==> src/hw/rtl/tcc_pkg.sv <==
// ----------------------------------------------------------------------------
// tcc_pkg
// Types and constants shared by the terrain cell colorizer pipeline.
// ----------------------------------------------------------------------------
`default_nettype none

package tcc_pkg;

  // One terrain cell as it enters the block.
  typedef struct packed {
    logic [15:0] soil_mm;
    logic [15:0] surface_mm;
    logic [15:0] water_mm;
    logic [15:0] flow_count;
  } in_item_t;

  // One cell color as it leaves the block.
  typedef struct packed {
    logic [7:0] red;
    logic [7:0] green;
    logic [7:0] blue;
  } out_item_t;

  // Configuration register file contents.
  typedef struct packed {
    logic [15:0] bare_soil_limit_mm;
    logic [15:0] channel_flow_limit;
    logic [15:0] height_base_mm;
  } cfg_t;

  localparam int CFG_IDX_W = 2;
  localparam logic [CFG_IDX_W-1:0] CFG_BARE_SOIL_LIMIT = 2'd0;
  localparam logic [CFG_IDX_W-1:0] CFG_CHANNEL_FLOW_LIMIT = 2'd1;
  localparam logic [CFG_IDX_W-1:0] CFG_HEIGHT_BASE = 2'd2;

  localparam logic [15:0] RST_BARE_SOIL_LIMIT = 16'd5;
  localparam logic [15:0] RST_CHANNEL_FLOW_LIMIT = 16'd12;
  localparam logic [15:0] RST_HEIGHT_BASE = 16'd10000;

  // Height span of the grass ramp and the water depth breakpoints.
  localparam logic [14:0] SPAN_MM = 15'd20000;
  localparam logic [15:0] SHALLOW_MM = 16'd50;
  localparam logic [8:0] DEEP_SPAN_MM = 9'd450;
  localparam logic [8:0] SHALLOW_ALPHA = 9'd154;
  localparam logic [6:0] SHALLOW_SLOPE = 7'd77;   // 154 / 50 = 77 / 25
  localparam logic [4:0] DEEP_SLOPE = 5'd17;      // 102 / 450 = 17 / 75

  // Reciprocals for the constant divisions; all quotients are exact over
  // the operand ranges that reach them.
  localparam logic [18:0] RECIP_625 = 19'd429497;   // ceil(2^28 / 625)
  localparam int RECIP_625_SH = 28;
  localparam logic [15:0] RECIP_25 = 16'd41944;     // ceil(2^20 / 25)
  localparam logic [13:0] RECIP_75 = 14'd13982;     // ceil(2^20 / 75)
  localparam int RECIP_SMALL_SH = 20;

  localparam logic [8:0] ONE_Q8 = 9'd256;
  localparam logic [8:0] HALF_Q8 = 9'd128;
  localparam logic [7:0] SED_MIX_Q8 = 8'd77;
  localparam logic [7:0] GRASS_MIX_Q8 = 8'd179;

  // Colors, index 2 is red, 1 is green, 0 is blue.
  typedef logic [2:0][7:0] rgb_t;
  localparam rgb_t ROCK_RGB = '{8'd135, 8'd125, 8'd125};
  localparam rgb_t SED_RGB = '{8'd170, 8'd150, 8'd130};
  localparam rgb_t GRASS_LOW_RGB = '{8'd60, 8'd120, 8'd60};
  localparam rgb_t GRASS_MID_RGB = '{8'd110, 8'd95, 8'd50};
  localparam rgb_t GRASS_TOP_RGB = '{8'd180, 8'd180, 8'd180};
  localparam rgb_t WATER_RGB = '{8'd30, 8'd90, 8'd220};

  // After classification: land class, clamped height offset and the
  // numerator of the water alpha ramp.
  typedef struct packed {
    logic        bare;
    logic        chan;
    logic        wet;
    logic        shallow;
    logic [14:0] d_mm;
    logic [12:0] a_num;
  } s1_t;

  // After scaling: ramp position and water alpha, both Q0.8.
  typedef struct packed {
    logic       bare;
    logic       chan;
    logic [8:0] n;
    logic [8:0] alpha;
  } s2_t;

endpackage

`default_nettype wire

==> src/hw/rtl/tcc_prep.sv <==
// ----------------------------------------------------------------------------
// tcc_prep
// First pipeline stage: classifies the cell, clamps the height offset and
// forms the numerator of the water alpha ramp.
// ----------------------------------------------------------------------------
`default_nettype none

module tcc_prep (
  input  wire logic             clk,
  input  wire logic             rst_n,
  input  wire tcc_pkg::cfg_t    cfg,
  input  wire logic             in_valid,
  output logic                  in_ready,
  input  wire tcc_pkg::in_item_t in_item,
  output logic                  out_valid,
  input  wire logic             out_ready,
  output tcc_pkg::s1_t          out_data
);
  import tcc_pkg::*;

  logic        vld_r;
  s1_t         data_r;
  s1_t         data_nxt;
  logic [16:0] diff;
  logic [15:0] excess;
  logic [8:0]  excess_clamped;

  assign in_ready = !vld_r || out_ready;
  assign out_valid = vld_r;
  assign out_data = data_r;

  always_comb begin
    data_nxt.bare = in_item.soil_mm <= cfg.bare_soil_limit_mm;
    data_nxt.wet = in_item.water_mm != 16'd0;
    data_nxt.chan = (in_item.flow_count > cfg.channel_flow_limit) || data_nxt.wet;

    diff = {1'b0, in_item.surface_mm} - {1'b0, cfg.height_base_mm};
    if (diff[16]) begin
      data_nxt.d_mm = '0;
    end else if (diff[15:0] > {1'b0, SPAN_MM}) begin
      data_nxt.d_mm = SPAN_MM;
    end else begin
      data_nxt.d_mm = diff[14:0];
    end

    // Shallow water rises at 77/25 per mm, deep water at 17/75 per mm
    // over the first 450 mm past the breakpoint.
    data_nxt.shallow = in_item.water_mm < SHALLOW_MM;
    excess = in_item.water_mm - SHALLOW_MM;
    excess_clamped = (excess > {7'd0, DEEP_SPAN_MM}) ? DEEP_SPAN_MM : excess[8:0];
    if (data_nxt.shallow) begin
      data_nxt.a_num = 13'(in_item.water_mm[5:0] * SHALLOW_SLOPE);
    end else begin
      data_nxt.a_num = 13'(excess_clamped * DEEP_SLOPE);
    end
  end

  always_ff @(posedge clk) begin
    if (!rst_n) begin
      vld_r <= 1'b0;
    end else if (in_ready) begin
      vld_r <= in_valid;
    end
  end

  always_ff @(posedge clk) begin
    if (in_valid && in_ready) begin
      data_r <= data_nxt;
    end
  end

endmodule

`default_nettype wire

==> src/hw/rtl/tcc_scale.sv <==
// ----------------------------------------------------------------------------
// tcc_scale
// Second pipeline stage: turns the height offset into a Q0.8 ramp position
// and the water numerator into a Q0.8 alpha by reciprocal multiplication.
// ----------------------------------------------------------------------------
`default_nettype none

module tcc_scale (
  input  wire logic         clk,
  input  wire logic         rst_n,
  input  wire logic         in_valid,
  output logic              in_ready,
  input  wire tcc_pkg::s1_t in_data,
  output logic              out_valid,
  input  wire logic         out_ready,
  output tcc_pkg::s2_t      out_data
);
  import tcc_pkg::*;

  logic        vld_r;
  s2_t         data_r;
  s2_t         data_nxt;
  logic [36:0] n_prod;
  logic [28:0] shallow_prod;
  logic [26:0] deep_prod;

  assign in_ready = !vld_r || out_ready;
  assign out_valid = vld_r;
  assign out_data = data_r;

  always_comb begin
    data_nxt.bare = in_data.bare;
    data_nxt.chan = in_data.chan;

    // n = floor(d * 256 / 20000) = floor(8d / 625)
    n_prod = 37'({in_data.d_mm, 3'b000}) * 37'(RECIP_625);
    data_nxt.n = n_prod[RECIP_625_SH +: 9];

    shallow_prod = 29'(in_data.a_num) * 29'(RECIP_25);
    deep_prod = 27'(in_data.a_num) * 27'(RECIP_75);
    if (!in_data.wet) begin
      data_nxt.alpha = '0;
    end else if (in_data.shallow) begin
      data_nxt.alpha = shallow_prod[RECIP_SMALL_SH +: 9];
    end else begin
      data_nxt.alpha = SHALLOW_ALPHA + {2'b00, deep_prod[RECIP_SMALL_SH +: 7]};
    end
  end

  always_ff @(posedge clk) begin
    if (!rst_n) begin
      vld_r <= 1'b0;
    end else if (in_ready) begin
      vld_r <= in_valid;
    end
  end

  always_ff @(posedge clk) begin
    if (in_valid && in_ready) begin
      data_r <= data_nxt;
    end
  end

`ifndef SYNTHESIS
  a_alpha_range: assert property (@(posedge clk) disable iff (!rst_n)
    vld_r |-> data_r.alpha <= ONE_Q8)
    else $error("water alpha above one");

  a_n_range: assert property (@(posedge clk) disable iff (!rst_n)
    vld_r |-> data_r.n <= ONE_Q8)
    else $error("ramp position above one");

  // A grass cell is dry, so it must carry no water alpha.
  a_grass_dry: assert property (@(posedge clk) disable iff (!rst_n)
    (vld_r && !data_r.bare && !data_r.chan) |-> data_r.alpha == 9'd0)
    else $error("grass cell with nonzero water alpha");

  a_hold: assert property (@(posedge clk) disable iff (!rst_n)
    (vld_r && !out_ready) |=> (vld_r && $stable(data_r)))
    else $error("stalled item lost or changed");
`endif

endmodule

`default_nettype wire

==> src/hw/rtl/tcc_color.sv <==
// ----------------------------------------------------------------------------
// tcc_color
// Last three pipeline stages: grass ramp, land color selection with the
// sediment mix, and the blend toward water blue.
// ----------------------------------------------------------------------------
`default_nettype none

module tcc_color (
  input  wire logic         clk,
  input  wire logic         rst_n,
  input  wire logic         in_valid,
  output logic              in_ready,
  input  wire tcc_pkg::s2_t in_data,
  output logic              out_valid,
  input  wire logic         out_ready,
  output tcc_pkg::out_item_t out_item
);
  import tcc_pkg::*;

  // Ramp stage
  logic            v3_r;
  logic            bare3_r;
  logic            chan3_r;
  logic [8:0]      alpha3_r;
  rgb_t            g3_r;
  rgb_t            g3_nxt;
  logic            n_low;
  logic [8:0]      n_off;
  logic [8:0]      t;
  logic [8:0]      t_inv;
  logic [2:0][16:0] ramp_sum;

  // Land stage
  logic            v4_r;
  logic [8:0]      alpha4_r;
  rgb_t            land4_r;
  rgb_t            land4_nxt;
  logic [2:0][16:0] mix_sum;

  // Blend stage
  logic            v5_r;
  rgb_t            rgb5_r;
  rgb_t            rgb5_nxt;
  logic [8:0]      alpha_inv;
  logic [2:0][16:0] blend_sum;

  logic rdy3;
  logic rdy4;
  logic rdy5;

  assign rdy5 = !v5_r || out_ready;
  assign rdy4 = !v4_r || rdy5;
  assign rdy3 = !v3_r || rdy4;
  assign in_ready = rdy3;

  // Two-segment ramp: the lower half runs low to mid, the upper half mid
  // to top, each with t = 2n over its own half.
  always_comb begin
    n_low = in_data.n < HALF_Q8;
    n_off = in_data.n - HALF_Q8;
    t = n_low ? {1'b0, in_data.n[6:0], 1'b0} : {n_off[7:0], 1'b0};
    t_inv = ONE_Q8 - t;
    for (int c = 0; c < 3; c++) begin
      ramp_sum[c] = 17'(t_inv) * 17'(n_low ? GRASS_LOW_RGB[c] : GRASS_MID_RGB[c])
                  + 17'(t) * 17'(n_low ? GRASS_MID_RGB[c] : GRASS_TOP_RGB[c]);
      g3_nxt[c] = ramp_sum[c][15:8];
    end
  end

  always_comb begin
    for (int c = 0; c < 3; c++) begin
      mix_sum[c] = 17'(SED_MIX_Q8) * 17'(SED_RGB[c]) + 17'(GRASS_MIX_Q8) * 17'(g3_r[c]);
    end
    if (bare3_r) begin
      land4_nxt = ROCK_RGB;
    end else if (chan3_r) begin
      land4_nxt = SED_RGB;
    end else begin
      for (int c = 0; c < 3; c++) begin
        land4_nxt[c] = mix_sum[c][15:8];
      end
    end
  end

  always_comb begin
    alpha_inv = ONE_Q8 - alpha4_r;
    for (int c = 0; c < 3; c++) begin
      blend_sum[c] = 17'(alpha_inv) * 17'(land4_r[c]) + 17'(alpha4_r) * 17'(WATER_RGB[c]);
      rgb5_nxt[c] = blend_sum[c][15:8];
    end
  end

  always_ff @(posedge clk) begin
    if (!rst_n) begin
      v3_r <= 1'b0;
      v4_r <= 1'b0;
      v5_r <= 1'b0;
    end else begin
      if (rdy3) begin
        v3_r <= in_valid;
      end
      if (rdy4) begin
        v4_r <= v3_r;
      end
      if (rdy5) begin
        v5_r <= v4_r;
      end
    end
  end

  always_ff @(posedge clk) begin
    if (in_valid && rdy3) begin
      bare3_r <= in_data.bare;
      chan3_r <= in_data.chan;
      alpha3_r <= in_data.alpha;
      g3_r <= g3_nxt;
    end
    if (v3_r && rdy4) begin
      alpha4_r <= alpha3_r;
      land4_r <= land4_nxt;
    end
    if (v4_r && rdy5) begin
      rgb5_r <= rgb5_nxt;
    end
  end

  assign out_valid = v5_r;
  assign out_item.red = rgb5_r[2];
  assign out_item.green = rgb5_r[1];
  assign out_item.blue = rgb5_r[0];

endmodule

`default_nettype wire

==> src/hw/rtl/terrain_cell_colorizer_top.sv <==
// ----------------------------------------------------------------------------
// terrain_cell_colorizer_top
// Top-view RGB color of one terrain cell from soil, height, water and flow.
// ----------------------------------------------------------------------------
// The block takes one terrain cell per clock while the output side is ready
// and returns one RGB color per cell, in order. It is a five-stage pipeline:
// classification, reciprocal scaling, grass ramp, land mix and water blend,
// each ending in a register with its own valid bit. A stall on the output
// holds the last stage and lets the stages behind it fill, so bubbles are
// squeezed out before the input is held. Configuration registers are
// written through cfg_wr_en, cfg_index and cfg_data and must only change
// while no cell is in flight; writes to an unused index are ignored.
`default_nettype none

module terrain_cell_colorizer_top (
  input  wire logic                            clk,
  input  wire logic                            rst_n,
  input  wire logic                            in_valid,
  output logic                                 in_ready,
  input  wire tcc_pkg::in_item_t               in_item,
  output logic                                 out_valid,
  input  wire logic                            out_ready,
  output tcc_pkg::out_item_t                   out_item,
  input  wire logic                            cfg_wr_en,
  input  wire logic [tcc_pkg::CFG_IDX_W-1:0]   cfg_index,
  input  wire logic [15:0]                     cfg_data
);
  import tcc_pkg::*;

  cfg_t cfg_r;
  logic s1_valid;
  logic s1_ready;
  s1_t  s1_data;
  logic s2_valid;
  logic s2_ready;
  s2_t  s2_data;

  always_ff @(posedge clk) begin
    if (!rst_n) begin
      cfg_r.bare_soil_limit_mm <= RST_BARE_SOIL_LIMIT;
      cfg_r.channel_flow_limit <= RST_CHANNEL_FLOW_LIMIT;
      cfg_r.height_base_mm <= RST_HEIGHT_BASE;
    end else if (cfg_wr_en) begin
      unique case (cfg_index)
        CFG_BARE_SOIL_LIMIT: begin
          cfg_r.bare_soil_limit_mm <= cfg_data;
        end
        CFG_CHANNEL_FLOW_LIMIT: begin
          cfg_r.channel_flow_limit <= cfg_data;
        end
        CFG_HEIGHT_BASE: begin
          cfg_r.height_base_mm <= cfg_data;
        end
        default: begin
        end
      endcase
    end
  end

  tcc_prep u_prep (
    .clk       (clk),
    .rst_n     (rst_n),
    .cfg       (cfg_r),
    .in_valid  (in_valid),
    .in_ready  (in_ready),
    .in_item   (in_item),
    .out_valid (s1_valid),
    .out_ready (s1_ready),
    .out_data  (s1_data)
  );

  tcc_scale u_scale (
    .clk       (clk),
    .rst_n     (rst_n),
    .in_valid  (s1_valid),
    .in_ready  (s1_ready),
    .in_data   (s1_data),
    .out_valid (s2_valid),
    .out_ready (s2_ready),
    .out_data  (s2_data)
  );

  tcc_color u_color (
    .clk       (clk),
    .rst_n     (rst_n),
    .in_valid  (s2_valid),
    .in_ready  (s2_ready),
    .in_data   (s2_data),
    .out_valid (out_valid),
    .out_ready (out_ready),
    .out_item  (out_item)
  );

endmodule

`default_nettype wire
==> config.mk <==
export PLATFORM = sky130hd
export DESIGN_NAME = terrain_cell_colorizer_top
export DESIGN_NICKNAME = d
export VERILOG_FILES = /design/src/hw/rtl/tcc_pkg.sv /design/src/hw/rtl/tcc_prep.sv /design/src/hw/rtl/tcc_scale.sv /design/src/hw/rtl/tcc_color.sv /design/src/hw/rtl/terrain_cell_colorizer_top.sv
export SDC_FILE = /design/constraint.sdc
export NUM_CORES = 2
export LEC_CHECK = 0
export BUFFER_PORTS_ARGS = -buffer_cell sky130_fd_sc_hd__buf_2
export CAP_MARGIN = 0
export CORE_UTILIZATION = 60
export CTS_CLUSTER_DIAMETER = 30
export CTS_CLUSTER_SIZE = 30
export DETAILED_ROUTE_END_ITERATION = 8
export MAX_ROUTING_LAYER = met4
export PLACE_DENSITY = 0.73
export SYNTH_ARGS = -nofsm -noshare
export SYNTH_HDL_FRONTEND = slang
export SYNTH_HIERARCHICAL = 1
export SYNTH_SLANG_ARGS = --single-unit
==> constraint.sdc <==
create_clock -name clk -period 10.2 [get_ports clk]
set_clock_uncertainty 0.2 [all_clocks]
set_input_delay 0.51 -clock clk [delete_from_list [all_inputs] [get_ports clk]]
set_output_delay 0.51 -clock clk [all_outputs]
set_load 0.1 [all_outputs]
==> results.toml <==
[placement]
dp_hpwl_mm = 74.2
port_buffers = 112
routabilityCongestion = 0.993

[logic_synthesis]
yosysSeqAreaShare = 0.128
synth_flop_cell = "edfxtp_1"
async_flop_share = 0
syn_inst = 4282
synthTopCellsByArea = "fa_1 31%, ha_1 25%, edfxtp_1 10%"
yosysTopAreaCellShare = 0.308
synth-seq-cells = 197
yosysTopAreaCell = "fa_1"
synth.distinct_cells = 99
synth_edf_count = 144
avgSynthCellArea_um2 = 9.83
yosys_warnings = 6
mappedNetlistArea_mm2 = 0.0421

[worst_setup_path]
critPathLaunchType = "flop"
r2r_slack_ps = 2200
reg2reg_depth = 23
crit_fanout = 17
rr_startpoint = "u_scale/out_data[9]"
r2r-end = "u_color/g3_r[15]"
worstPathArrival_ps = 8070
crit_type = "reg -> reg"
end_kind = "flop"
critPathRequiredTime_ps = 10260

[sta]
fin_crit_sh = 0.785
maxSlewViolCount = 0
clock.fmax_mhz = 125
setup_viol = 0
maxSlewHeadroom = 0.197
rsz0062_at_grt = "no"
fin_crit_ps = 8000
hold_viol_final = 0
max_slew.worst_pin.slew_ps = 1200
fin_hold_ws_ps = 74.7
tns_ps = 0

[drt]
ant_nets = 0
drt_first_iter_violations = 1370
dr.pass1.iters = 5
drc = 0
vias = 28300
wl_per_cell_um = 16.2
vias_per_cell = 5.33
drt-total-wl_mm = 85.9

[global_routing]
grt_pass1_vias = 29800
grt_pass1_wl_mm = 144
antenna_found_initial = 0
gr-total-overflow = 0
grt_max_degree = 71
grt_use_total = 0.263

[cells_and_area]
antenna_cells = 0
syn2layout_area_growth_pct = 5.47
final_util = 0.643
drive_gt1_frac = 0.0495
final_common_cell = "inv_1"
fin_nets = 5932
layout_common_cells = "1150 x inv_1, 828 x ha_1, 648 x fa_1"

[clocking]
numCtsBuffers = 17
cts_root_buf = "clkbuf_16"
cts_resized = 0
cts_hold_buf = 0
post_cts_buffers = 0
cts_max_path_buffers = 2
insertion_delay_ps = 510
cts_tree = "yes"
h-tree-depth = 4
clk_pin_slew_ps = 100
clock-sinks = 197

[die]
dieHeight_um = 267
die_x_um = 267
initial_core_util = 0.610
ioPinCount = 113
rows = 96
core_area_mm2 = 0.0691
fp.dieArea_mm2 = 0.0712

[worst_hold_path]
hp-class = "in -> reg"
hold_end = "cfg_r[35]"
worstHoldStart = "cfg_data[3]"
worstHoldPathCells = 3

[job]
cap_viol_max_count = 0

[run_status]
outcome = "finished, final reports clean"
[routing by layer]
metal / routed length, um / track usage
met1: 37800 / 0.333
met2: 42700 / 0.442
met3: 3280 / 0.0310
met4: 2160 / 0.0761
met5: 0 / -
[kinds of logic (layout without fill, tap and decap cells)]
kind of cell,Yosys count,in the layout,share of synthesized area
adders and majority gates,1476,1476,0.554
buffers and inverters,1224,1312,0.110
and+or+nand+nor,710,710,0.0845
AOI/OAI and AO/OA,436,436,0.0719
DFF,197,197,0.128
xor gates and xnor gates,191,191,0.0399
muxes,46,46,0.0110
other,2,14,0.000178
[area by class of cell]
type / count / area (um^2)
Clock buffer: 17 / 425
Inverter: 1152 / 4320
Timing Repair Buffer: 128 / 681
Multi-Input combinational cell: 2873 / 32200
Tap cell: 931 / 1160
Fill cell: 5560 / 24700
Clock inverter: 15 / 234
Sequential cell: 197 / 5390
[state kept, by name (all words and copies together) (netlist names), 9 cells and up]
signal / count
cfg_r: 48
u_color/out_item: 24
u_color/alpha4_r: 9
u_scale/out_data: 20
u_color/g3_r: 24
u_prep/out_data: 32
u_color/land4_r: 24
u_color/alpha3_r: 9
[worst max-delay path: stages (launching register included)]
cell,delay (ps)
edfxtp_1,740
inv_1,260
ha_1,230
nand3_1,110
xnor2_1,670
inv_1,300
nor2_1,590
inv_1,140
fa_1,490
fa_1,490
inv_1,50
fa_1,520
fa_1,450
fa_1,550
inv_1,50
fa_1,520
inv_1,40
ha_1,320
o21a_1,200
nor2_1,120
a21o_1,160
o21ai_0,100
o41ai_1,320
xnor2_1,120
[worst max-delay path by stage]
stage                                  end                 from  depth (start not counted)
after floorplan           u_color/g3_r[15]  u_scale/out_data[9]                         24
after global placement    u_color/g3_r[15]  u_scale/out_data[9]                         23
after detailed placement  u_color/g3_r[15]  u_scale/out_data[9]                         23
after CTS                 u_color/g3_r[15]  u_scale/out_data[9]                         21
after global routing      u_color/g3_r[15]  u_scale/out_data[9]                         21
final                     u_color/g3_r[15]  u_scale/out_data[9]                         23
[cells in the mapped netlist, types with 7 or more instances]
cell	instances
inv_1	1150
ha_1	828
and2_1	118
nand3_1	24
nand4_1	19
and3_1	20
o211ai_1	12
o21a_1	23
nor3_1	46
xor2_1	54
nand4b_1	7
clkbuf_1	58
nor4_1	7
edfxtp_1	144
a211o_1	7
nand2b_1	29
nand2_1	255
a31oi_1	13
a21o_1	67
a21boi_0	8
mux2i_1	45
nor2b_1	23
nor2_1	112
a21oi_1	107
a211oi_1	16
o21bai_1	11
o21ai_0	84
fa_1	648
xnor2_1	136
or3_1	9
dfxtp_1	53
[metrics by stage]
step	setup slack, ps	instance area, um^2	std cells
4_1_cts	2210	44400	5313
5_1_grt	1750	44400	5313
2_1_floorplan	3020	42100	4294
3_3_place_gp	2400	43700	5281
6_report	2200	44400	5313
3_5_place_dp	2230	43700	5281
Power is left out: the tool's default activity adds up to more than one toggle a clock period on the data nets, which glitch-free logic cannot reach.
